**src/rtl/message_segmenter_macros.svh**
```systemverilog
// assertion macros for the message segmenter
`ifndef MESSAGE_SEGMENTER_MACROS_SVH
`define MESSAGE_SEGMENTER_MACROS_SVH

`ifndef SYNTH
`define MSG_SEG_ASSERT_SAME(label, clk, rst, ante, cons) \
  label: assert property (@(posedge clk) disable iff (rst) (ante) |-> (cons)) \
    else $error("message_segmenter assertion failed");
`define MSG_SEG_ASSERT_NEXT(label, clk, rst, ante, cons) \
  label: assert property (@(posedge clk) disable iff (rst) (ante) |=> (cons)) \
    else $error("message_segmenter assertion failed");
`else
`define MSG_SEG_ASSERT_SAME(label, clk, rst, ante, cons)
`define MSG_SEG_ASSERT_NEXT(label, clk, rst, ante, cons)
`endif

`endif

```
**src/rtl/msg_seg_pkg.sv**
```systemverilog
// constants and types shared by the message segmenter files
package msg_seg_pkg;

  localparam int BYTE_W            = 8;
  localparam int LEN_W             = 17;
  localparam int CHUNK_W           = 13;
  localparam int CHUNK_CNT_W       = 12;
  localparam int FRAG_IDX_W        = 16;
  localparam int SEQ_W             = 32;
  localparam int MAX_MESSAGE_BYTES = 65536;
  localparam int MAX_CHUNK_BYTES   = 4096;
  localparam int SHORT_LIMIT       = 8;
  localparam int HEADER_BYTES      = 24;
  localparam int HDR_CNT_W         = 5;
  localparam int DIV_STEPS         = LEN_W;
  localparam int DIV_CNT_W         = 5;
  localparam int CFG_INDEX_W       = 1;
  localparam int CFG_DATA_W        = 32;

  localparam logic [CHUNK_W-1:0] CHUNK_RESET = CHUNK_W'(1024);
  localparam logic [SEQ_W-1:0]   LIMIT_RESET = SEQ_W'(65535);

  typedef enum logic [CFG_INDEX_W-1:0] {
    REG_CHUNK_SIZE     = 1'b0,
    REG_SEQUENCE_LIMIT = 1'b1
  } cfg_reg_t;

  typedef enum logic [3:0] {
    ST_IDLE = 4'b0001,
    ST_DIV  = 4'b0010,
    ST_HDR  = 4'b0100,
    ST_PAY  = 4'b1000
  } seg_state_t;

endpackage

```
**src/rtl/msg_seg_if.sv**
```systemverilog
// stream and configuration interfaces of the message segmenter
interface msg_seg_in_if;
  logic                                  valid;
  logic                                  ready;
  logic [msg_seg_pkg::BYTE_W-1:0]        data_byte;
  logic [msg_seg_pkg::LEN_W-1:0]         message_length;

  modport source (output valid, output data_byte, output message_length, input ready);
  modport sink (input valid, input data_byte, input message_length, output ready);
endinterface

interface msg_seg_out_if;
  logic                                  valid;
  logic                                  ready;
  logic [msg_seg_pkg::BYTE_W-1:0]        out_byte;
  logic                                  is_header;
  logic                                  end_of_fragment;
  logic                                  end_of_message;
  logic                                  last_of_run;

  modport source (output valid, output out_byte, output is_header, output end_of_fragment,
                  output end_of_message, output last_of_run, input ready);
  modport sink (input valid, input out_byte, input is_header, input end_of_fragment,
                input end_of_message, input last_of_run, output ready);
endinterface

interface msg_seg_cfg_if;
  logic                                  valid;
  logic                                  ready;
  logic [msg_seg_pkg::CFG_INDEX_W-1:0]   index;
  logic [msg_seg_pkg::CFG_DATA_W-1:0]    data;

  modport source (output valid, output index, output data, input ready);
  modport sink (input valid, input index, input data, output ready);
endinterface

```
**src/rtl/message_segmenter.sv**
```systemverilog
// message segmenter: a taken payload byte is registered out before the next byte is taken
// a chunk start adds 24 header bytes ahead of its payload byte
// the first byte of a long message first runs the bit-serial fragment count divider
// header bytes leave via the output register one per cycle, sink permitting, input held off
// output register lets the next byte in while the last result waits on the sink
// synchronous active-high reset clears the sequencer, counters and restores register defaults
`include "message_segmenter_macros.svh"

module message_segmenter (
  input  logic          clk,
  input  logic          rst,
  msg_seg_in_if.sink    message,
  msg_seg_out_if.source fragment,
  msg_seg_cfg_if.sink   cfg
);
  import msg_seg_pkg::*;

  seg_state_t               state;
  logic [CHUNK_W-1:0]       chunk_size;
  logic [SEQ_W-1:0]         sequence_limit;
  logic [SEQ_W-1:0]         next_sequence;
  logic [SEQ_W-1:0]         message_sequence;
  logic [LEN_W-1:0]         fragment_total;
  logic [FRAG_IDX_W-1:0]    fragment_index;
  logic [LEN_W-1:0]         byte_in_message;
  logic [CHUNK_CNT_W-1:0]   byte_in_chunk;
  logic [LEN_W-1:0]         held_length;
  logic [CHUNK_W-1:0]       held_chunk;
  logic [DIV_CNT_W-1:0]     div_cnt;
  logic [LEN_W-1:0]         div_quo;
  logic [CHUNK_W-1:0]       div_rem;
  logic [HDR_CNT_W-1:0]     hdr_cnt;
  logic [BYTE_W-1:0]        data_hold;

  logic [BYTE_W-1:0]        out_byte;
  logic                     out_hdr;
  logic                     out_eof;
  logic                     out_eom;
  logic                     out_last;
  logic                     out_valid;

  logic                     in_fire;
  logic                     out_free;
  logic                     first_byte;
  logic [LEN_W-1:0]         sat_len;
  logic [CHUNK_W-1:0]       sat_chunk;
  logic [LEN_W-1:0]         eff_len;
  logic [SEQ_W-1:0]         seq_inc;
  logic [CHUNK_W:0]         div_trial;
  logic                     div_ge;
  logic [CHUNK_W-1:0]       div_rem_next;
  logic [LEN_W-1:0]         div_quo_next;
  logic [SEQ_W-1:0]         hdr_word;
  logic [BYTE_W-1:0]        hdr_byte;
  logic                     hdr_last;
  logic                     pay_eom;
  logic                     pay_eof;
  logic [CHUNK_W-1:0]       bic_ext;

  assign cfg.ready       = 1'b1;
  assign message.ready   = (state == ST_IDLE);
  assign in_fire         = message.valid && message.ready;
  assign out_free        = !out_valid || fragment.ready;

  assign fragment.valid           = out_valid;
  assign fragment.out_byte        = out_byte;
  assign fragment.is_header       = out_hdr;
  assign fragment.end_of_fragment = out_eof;
  assign fragment.end_of_message  = out_eom;
  assign fragment.last_of_run     = out_last;

  assign first_byte = (byte_in_message == '0);

  always_comb begin
    if (message.message_length > LEN_W'(MAX_MESSAGE_BYTES)) begin
      sat_len = LEN_W'(MAX_MESSAGE_BYTES);
    end else begin
      sat_len = message.message_length;
    end
    if (chunk_size == '0) begin
      sat_chunk = CHUNK_W'(1);
    end else if (chunk_size > CHUNK_W'(MAX_CHUNK_BYTES)) begin
      sat_chunk = CHUNK_W'(MAX_CHUNK_BYTES);
    end else begin
      sat_chunk = chunk_size;
    end
  end

  assign eff_len = first_byte ? sat_len : held_length;
  assign seq_inc = next_sequence + SEQ_W'(1);

  // one restoring division step per cycle: fragment count = ceil(length / chunk)
  assign div_trial    = {div_rem, div_quo[LEN_W-1]};
  assign div_ge       = (div_trial >= {1'b0, held_chunk});
  assign div_rem_next = div_ge ? CHUNK_W'(div_trial - {1'b0, held_chunk})
                               : div_trial[CHUNK_W-1:0];
  assign div_quo_next = {div_quo[LEN_W-2:0], div_ge};

  // header: sequence, count, index as little-endian 64-bit words
  always_comb begin
    case (hdr_cnt[HDR_CNT_W-1:3])
      2'd0:    hdr_word = message_sequence;
      2'd1:    hdr_word = SEQ_W'(fragment_total);
      default: hdr_word = SEQ_W'(fragment_index);
    endcase
    hdr_byte = hdr_cnt[2] ? '0 : BYTE_W'(hdr_word >> {hdr_cnt[1:0], 3'b000});
  end

  assign hdr_last = (hdr_cnt == HDR_CNT_W'(HEADER_BYTES - 1));

  assign pay_eom = ({1'b0, byte_in_message} + (LEN_W+1)'(1)) >= {1'b0, held_length};
  assign bic_ext = {1'b0, byte_in_chunk};
  assign pay_eof = pay_eom || ((bic_ext + CHUNK_W'(1)) >= held_chunk);

  always_ff @(posedge clk) begin
    if (rst) begin
      state            <= ST_IDLE;
      chunk_size       <= CHUNK_RESET;
      sequence_limit   <= LIMIT_RESET;
      next_sequence    <= '0;
      message_sequence <= '0;
      fragment_total   <= '0;
      fragment_index   <= '0;
      byte_in_message  <= '0;
      byte_in_chunk    <= '0;
      held_length      <= '0;
      held_chunk       <= CHUNK_W'(1);
      div_cnt          <= '0;
      hdr_cnt          <= '0;
      out_valid        <= 1'b0;
    end else begin
      if (cfg.valid && cfg.ready) begin
        unique case (cfg_reg_t'(cfg.index))
          REG_CHUNK_SIZE:     chunk_size <= cfg.data[CHUNK_W-1:0];
          REG_SEQUENCE_LIMIT: sequence_limit <= cfg.data[SEQ_W-1:0];
          default:            ;
        endcase
      end

      if (out_valid && fragment.ready) begin
        out_valid <= 1'b0;
      end

      unique case (state)
        ST_IDLE: begin
          if (in_fire && !(first_byte && message.message_length == '0)) begin
            data_hold <= message.data_byte;
            if (first_byte) begin
              held_length    <= sat_len;
              held_chunk     <= sat_chunk;
              byte_in_chunk  <= '0;
              fragment_index <= '0;
            end
            if (eff_len <= LEN_W'(SHORT_LIMIT)) begin
              // short message: count bytes silently
              if (({1'b0, byte_in_message} + (LEN_W+1)'(1)) >= {1'b0, eff_len}) begin
                byte_in_message <= '0;
              end else begin
                byte_in_message <= byte_in_message + LEN_W'(1);
              end
            end else if (first_byte) begin
              message_sequence <= next_sequence;
              next_sequence    <= (seq_inc > sequence_limit) ? '0 : seq_inc;
              div_quo          <= sat_len;
              div_rem          <= '0;
              div_cnt          <= DIV_CNT_W'(DIV_STEPS);
              state            <= ST_DIV;
            end else if (byte_in_chunk == '0) begin
              hdr_cnt <= '0;
              state   <= ST_HDR;
            end else begin
              state <= ST_PAY;
            end
          end
        end
        ST_DIV: begin
          div_quo <= div_quo_next;
          div_rem <= div_rem_next;
          div_cnt <= div_cnt - DIV_CNT_W'(1);
          if (div_cnt == DIV_CNT_W'(1)) begin
            fragment_total <= div_quo_next + LEN_W'(div_rem_next != '0);
            hdr_cnt        <= '0;
            state          <= ST_HDR;
          end
        end
        ST_HDR: begin
          if (out_free) begin
            out_valid <= 1'b1;
            out_byte  <= hdr_byte;
            out_hdr   <= 1'b1;
            out_eof   <= 1'b0;
            out_eom   <= 1'b0;
            out_last  <= 1'b0;
            hdr_cnt   <= hdr_cnt + HDR_CNT_W'(1);
            if (hdr_last) begin
              state <= ST_PAY;
            end
          end
        end
        ST_PAY: begin
          if (out_free) begin
            out_valid <= 1'b1;
            out_byte  <= data_hold;
            out_hdr   <= 1'b0;
            out_eof   <= pay_eof;
            out_eom   <= pay_eom;
            out_last  <= 1'b1;
            byte_in_message <= pay_eom ? '0 : byte_in_message + LEN_W'(1);
            byte_in_chunk   <= pay_eof ? '0 : byte_in_chunk + CHUNK_CNT_W'(1);
            if (pay_eom) begin
              fragment_index <= '0;
            end else if (pay_eof) begin
              fragment_index <= fragment_index + FRAG_IDX_W'(1);
            end
            state <= ST_IDLE;
          end
        end
        default: state <= ST_IDLE;
      endcase
    end
  end

  `MSG_SEG_ASSERT_SAME(a_hdr_flags, clk, rst, out_valid && out_hdr,
                       !out_eof && !out_eom && !out_last)
  `MSG_SEG_ASSERT_NEXT(a_hdr_to_pay, clk, rst, state == ST_HDR && out_free && hdr_last,
                       state == ST_PAY)
  `MSG_SEG_ASSERT_SAME(a_chunk_pos, clk, rst, state == ST_IDLE, bic_ext < held_chunk)

endmodule
```
**src/flat_wrapper.sv**
```systemverilog
// flat-port wrapper written by rule: the top's interface ports become plain ports
module message_segmenter_flat import msg_seg_pkg::*;
  (clk, rst, message_valid, message_data_byte, message_message_length, message_ready, fragment_valid, fragment_out_byte, fragment_is_header, fragment_end_of_fragment, fragment_end_of_message, fragment_last_of_run, fragment_ready, cfg_valid, cfg_index, cfg_data, cfg_ready);
  msg_seg_in_if message_i ();
  msg_seg_out_if fragment_i ();
  msg_seg_cfg_if cfg_i ();
  input  logic clk;
  input  logic rst;
  input wire logic [$bits(message_i.valid)-1:0] message_valid;
  input wire logic [$bits(message_i.data_byte)-1:0] message_data_byte;
  input wire logic [$bits(message_i.message_length)-1:0] message_message_length;
  output wire logic [$bits(message_i.ready)-1:0] message_ready;
  output wire logic [$bits(fragment_i.valid)-1:0] fragment_valid;
  output wire logic [$bits(fragment_i.out_byte)-1:0] fragment_out_byte;
  output wire logic [$bits(fragment_i.is_header)-1:0] fragment_is_header;
  output wire logic [$bits(fragment_i.end_of_fragment)-1:0] fragment_end_of_fragment;
  output wire logic [$bits(fragment_i.end_of_message)-1:0] fragment_end_of_message;
  output wire logic [$bits(fragment_i.last_of_run)-1:0] fragment_last_of_run;
  input wire logic [$bits(fragment_i.ready)-1:0] fragment_ready;
  input wire logic [$bits(cfg_i.valid)-1:0] cfg_valid;
  input wire logic [$bits(cfg_i.index)-1:0] cfg_index;
  input wire logic [$bits(cfg_i.data)-1:0] cfg_data;
  output wire logic [$bits(cfg_i.ready)-1:0] cfg_ready;
  assign message_i.valid = message_valid;
  assign message_i.data_byte = message_data_byte;
  assign message_i.message_length = message_message_length;
  assign message_ready = message_i.ready;
  assign fragment_valid = fragment_i.valid;
  assign fragment_out_byte = fragment_i.out_byte;
  assign fragment_is_header = fragment_i.is_header;
  assign fragment_end_of_fragment = fragment_i.end_of_fragment;
  assign fragment_end_of_message = fragment_i.end_of_message;
  assign fragment_last_of_run = fragment_i.last_of_run;
  assign fragment_i.ready = fragment_ready;
  assign cfg_i.valid = cfg_valid;
  assign cfg_i.index = cfg_index;
  assign cfg_i.data = cfg_data;
  assign cfg_ready = cfg_i.ready;
  message_segmenter u_core (.clk(clk), .rst(rst), .message(message_i), .fragment(fragment_i), .cfg(cfg_i));
endmodule
```
**config.mk**
```make
export PLATFORM = sky130hd
export DESIGN_NAME = message_segmenter_flat
export DESIGN_NICKNAME = d
export VERILOG_FILES = /design/src/rtl/msg_seg_pkg.sv /design/src/rtl/msg_seg_if.sv /design/src/rtl/message_segmenter.sv /design/src/flat_wrapper.sv
export VERILOG_INCLUDE_DIRS = /design/src /design/src/rtl
export SDC_FILE = /design/constraint.sdc
export NUM_CORES = 1
export LEC_CHECK = 0
export BUFFER_PORTS_ARGS = -buffer_cell sky130_fd_sc_hd__buf_2
export CORE_ASPECT_RATIO = 1.5
export CORE_MARGIN = 2
export CORE_UTILIZATION = 38
export DETAILED_ROUTE_END_ITERATION = 12
export GPL_ROUTABILITY_DRIVEN = 1
export PLACE_DENSITY = 0.64
export SLEW_MARGIN = 30
export SYNTH_ARGS = -nofsm -noshare
export SYNTH_HDL_FRONTEND = slang
export SYNTH_SLANG_ARGS = --single-unit
```
**constraint.sdc**
```tcl
create_clock -name clk -period 5.5 [get_ports clk]
set_clock_uncertainty 0.2 [all_clocks]
set_input_delay 0.55 -clock clk [delete_from_list [all_inputs] [get_ports clk]]
set_output_delay 0.55 -clock clk [all_outputs]
set_load 0.02 [all_outputs]
```
==> qor.txt <==
run status: finished, final reports clean
CP max stage delay: 0.46 ns
Clock transition at path regs: 0.06 ns
Post-synth EDFFs: 50
Slew Viols, Final: 0
RSZ-0062 raised after global routing: no
final wirelength: 41300 µm
# nets final: 1991
critical path's most frequent cell: ha_1
count of different cell masters after synthesis: 79
yosys warns: 0
final antenna-violating net count: 0
Die Y: 248 µm
part of the cycle the worst path needs: 0.884
Post-CTS Hold Buffers: 8
gr ovfl total: 0
routed via count: 13100
clock insertion delay at the later pin of the skew report: 0.57 ns
input/output buffers: 76
most common cell after layout, fill and taps aside: nand2_1
Worst VDD drop: 401 µV
Worst-Margin Slew: 0.883 ns
Req. time, crit path: 5.77 ns
initial antenna violation count: 1
Slew HR: 0.410
total setup buffers inserted after CTS: 0
CTS H-tree depth: 1
total iterations of the first detailed-routing run: 5
ANT cells: 0
final setup TNS: 0 ns
Num Clock Sinks: 266
synthesized-area fraction occupied by adder cells: 0.0866
hold crit path type: in -> reg
final core utilization: 0.435
Initial Utilization: 0.385
WS Path Type: reg -> reg
Placer Congestion: 0.912
simple-gate share of the synthesized area: 0.215
asr flop ratio synth: 0
PD cells: 419 nW/µm²
Root Buffer: clkbuf_16
mapped cell area: 15100 µm²
post-synthesis mux area share: 0.0281
Total GRT Usage: 0.193
commonest non-fill, non-tap cells in the layout: nand2_1, dfxtp_1, nor2_1, a21oi_1, ha_1
placed cell area: 16000 µm²
Core Area: 39300 µm²
Synth Instances: 1781
Syn Area/Cell: 8.49 µm²
Compound-Gate Fraction of Synth Area: 0.183
Area Overhead vs Synth: 13.1%
DIE WIDTH: 167 µm
CP cell instances: ha_1, nor2b_1, o31a_1, o41a_1, a221o_1, or4_1, and3_1, a31oi_1, ha_1, ha_1, nand3_1, nor2_1, and3_1, nand3_1, nor2_1, nand4_1, xor2_1, a211oi_1
layout cell share with drive strength beyond 1: 0.102
Final Cell Area: 17100 µm²
final setup vio count: 0
Arr. time, crit path: 5.14 ns
Final Hold Violating Endpoints: 0
via/cell ratio: 5.58
Synth Net Count: 1948
min Tclk post-route: 4.86 ns
Max Freq: 206 MHz
Max Cap Viol: 0
Num CTS Buffers: 28
post-DR wirelength/cell: 17.6 µm
cell family with the largest share of critical-path delay: simple AND/OR/NAND/NOR gates
maximum fanout along the worst path: 5
hpwl dp: 30800 µm
Top-Level Pins: 78
post-synthesis xor/xnor area fraction: 0.0516
P_leak: 6.55 nW
# rows: 89
cts repair resizes: 0
Main synth FF type: dfxtp_1
Die Area: 41400 µm²
CP Buf/Inv Count: 0
#FFs+latches synth: 266
main combinational cell family by area after synthesis: simple AND/OR/NAND/NOR gates
Fillers: 3835
TritonCTS clock tree: yes
CP max stage cell: edfxtp_1
DRC: 0
CTS max path bufs: 3
largest net degree at the start of global routing: 69
critical path startpoint category: flip-flop
CP Capture Type: flip-flop
sequential share of the synthesized area: 0.385
vias in the first global route: 12600
DR iter-0 viols: 598
first-pass GRT wire length: 65400 µm
-- sequential cells by signal (all words and copies together) (netlist names), 4 cells and up --
name	cells
u_core.div_quo	17
u_core.byte_in_message	17
u_core.fragment_index	16
u_core.data_hold	8
u_core.div_cnt	5
u_core.fragment.out_byte	8
u_core.sequence_limit	32
u_core.message_sequence	32
u_core.held_length	17
u_core.div_rem	13
u_core.held_chunk	13
u_core.hdr_cnt	5
u_core.next_sequence	32
u_core.state	4
u_core.chunk_size	13
u_core.fragment_total	17
u_core.byte_in_chunk	12
-- cell usage after synthesis, types with 11 or more instances --
library cell | instances | area [µm²]
a211oi_1 | 43 | 323
a21o_1 | 11 | 82.6
a21oi_1 | 133 | 666
a22o_1 | 49 | 429
and2_1 | 11 | 68.8
and3_1 | 26 | 163
clkbuf_1 | 71 | 267
dfxtp_1 | 216 | 4320
edfxtp_1 | 50 | 1500
ha_1 | 103 | 1290
inv_1 | 94 | 353
mux2i_1 | 21 | 210
nand2_1 | 266 | 998
nand2b_1 | 25 | 156
nand3_1 | 67 | 335
nand3b_1 | 14 | 105
nand4_1 | 25 | 156
nor2_1 | 135 | 507
nor2b_1 | 18 | 113
nor3_1 | 25 | 125
nor4_1 | 23 | 144
o211ai_1 | 25 | 188
o21ai_0 | 74 | 370
o22ai_1 | 12 | 75.1
or3_1 | 11 | 68.8
xnor2_1 | 47 | 412
xor2_1 | 42 | 368
-- worst register-to-register path: stages (launching register included) --
cell,delay [ns]
edfxtp_1,0.46
ha_1,0.34
nor2b_1,0.14
o31a_1,0.28
o41a_1,0.40
a221o_1,0.36
or4_1,0.41
and3_1,0.19
a31oi_1,0.21
ha_1,0.26
ha_1,0.24
nand3_1,0.09
nor2_1,0.15
and3_1,0.22
nand3_1,0.12
nor2_1,0.19
nand4_1,0.14
xor2_1,0.16
a211oi_1,0.21
-- power by group --
part	switching, W	internal, W	leakage (nW)	total, W
Combinational	0.00168	0.000901	3.82	0.00258
Sequential	0.000218	0.00224	2.22	0.00245
Clock	0.000830	0.00130	0.513	0.00213
-- cell type report --
type	instances	area, µm²	area share
Tap cell	500	626	0.0366
Sequential cell	266	5830	0.341
Timing Repair Buffer	111	678	0.0397
Clock buffer	39	835	0.0488
Inverter	94	353	0.0206
Clock inverter	13	209	0.0122
Multi-Input combinational cell	1323	8570	0.501
-- routing by layer --
metal | GRT usage | vias to the layer above | wire (µm)
met1 | 0.211 | 6251 | 16200
met2 | 0.368 | 267 | 21700
met3 | 0.0187 | 104 | 1300
met4 | 0.101 | 2 | 2120
li1 | - | 6457 | -
met5 | 0 | - | 13
-- worst paths after layout --
check / cells after the start / start / slack (ns) / end
min reg2reg: 2 / u_core.held_chunk[1]$_SDFFE_PP0P_ / 0.25 / u_core.held_chunk[1]$_SDFFE_PP0P_
min: 3 / cfg_data[15] / 0.01 / u_core.sequence_limit[15]$_SDFFE_PP1P_
max: 18 / u_core.div_rem[0]$_SDFFCE_PN0P_ / 0.64 / u_core.fragment_total[16]$_SDFFE_PP0P_
max reg2reg: 18 / u_core.div_rem[0]$_SDFFCE_PN0P_ / 0.64 / u_core.fragment_total[16]$_SDFFE_PP0P_
-- through the flow --
step	instances	power, W	setup WS, ns	hold WS [ns]
3_5_place_dp	2286	0.00506	0.689	0.248
5_1_grt	2346	0.00757	0.207	0.0174
6_report	2346	0.00717	0.639	0.0140
2_1_floorplan	1781	0.00431	1.20	0.232
3_3_place_gp	2286	0.00501	0.839	0.243
4_1_cts	2346	0.00720	0.654	0.000334
-- cells by family after synthesis --
kind of cell / count (synthesis)
compound gates: 417
xor+xnor: 89
fa+ha+maj: 104
buf+inv: 192
flops: 266
mux: 32
other cells: 1
simple gates: 680
Note: power is estimated with default switching activity, not from simulation.
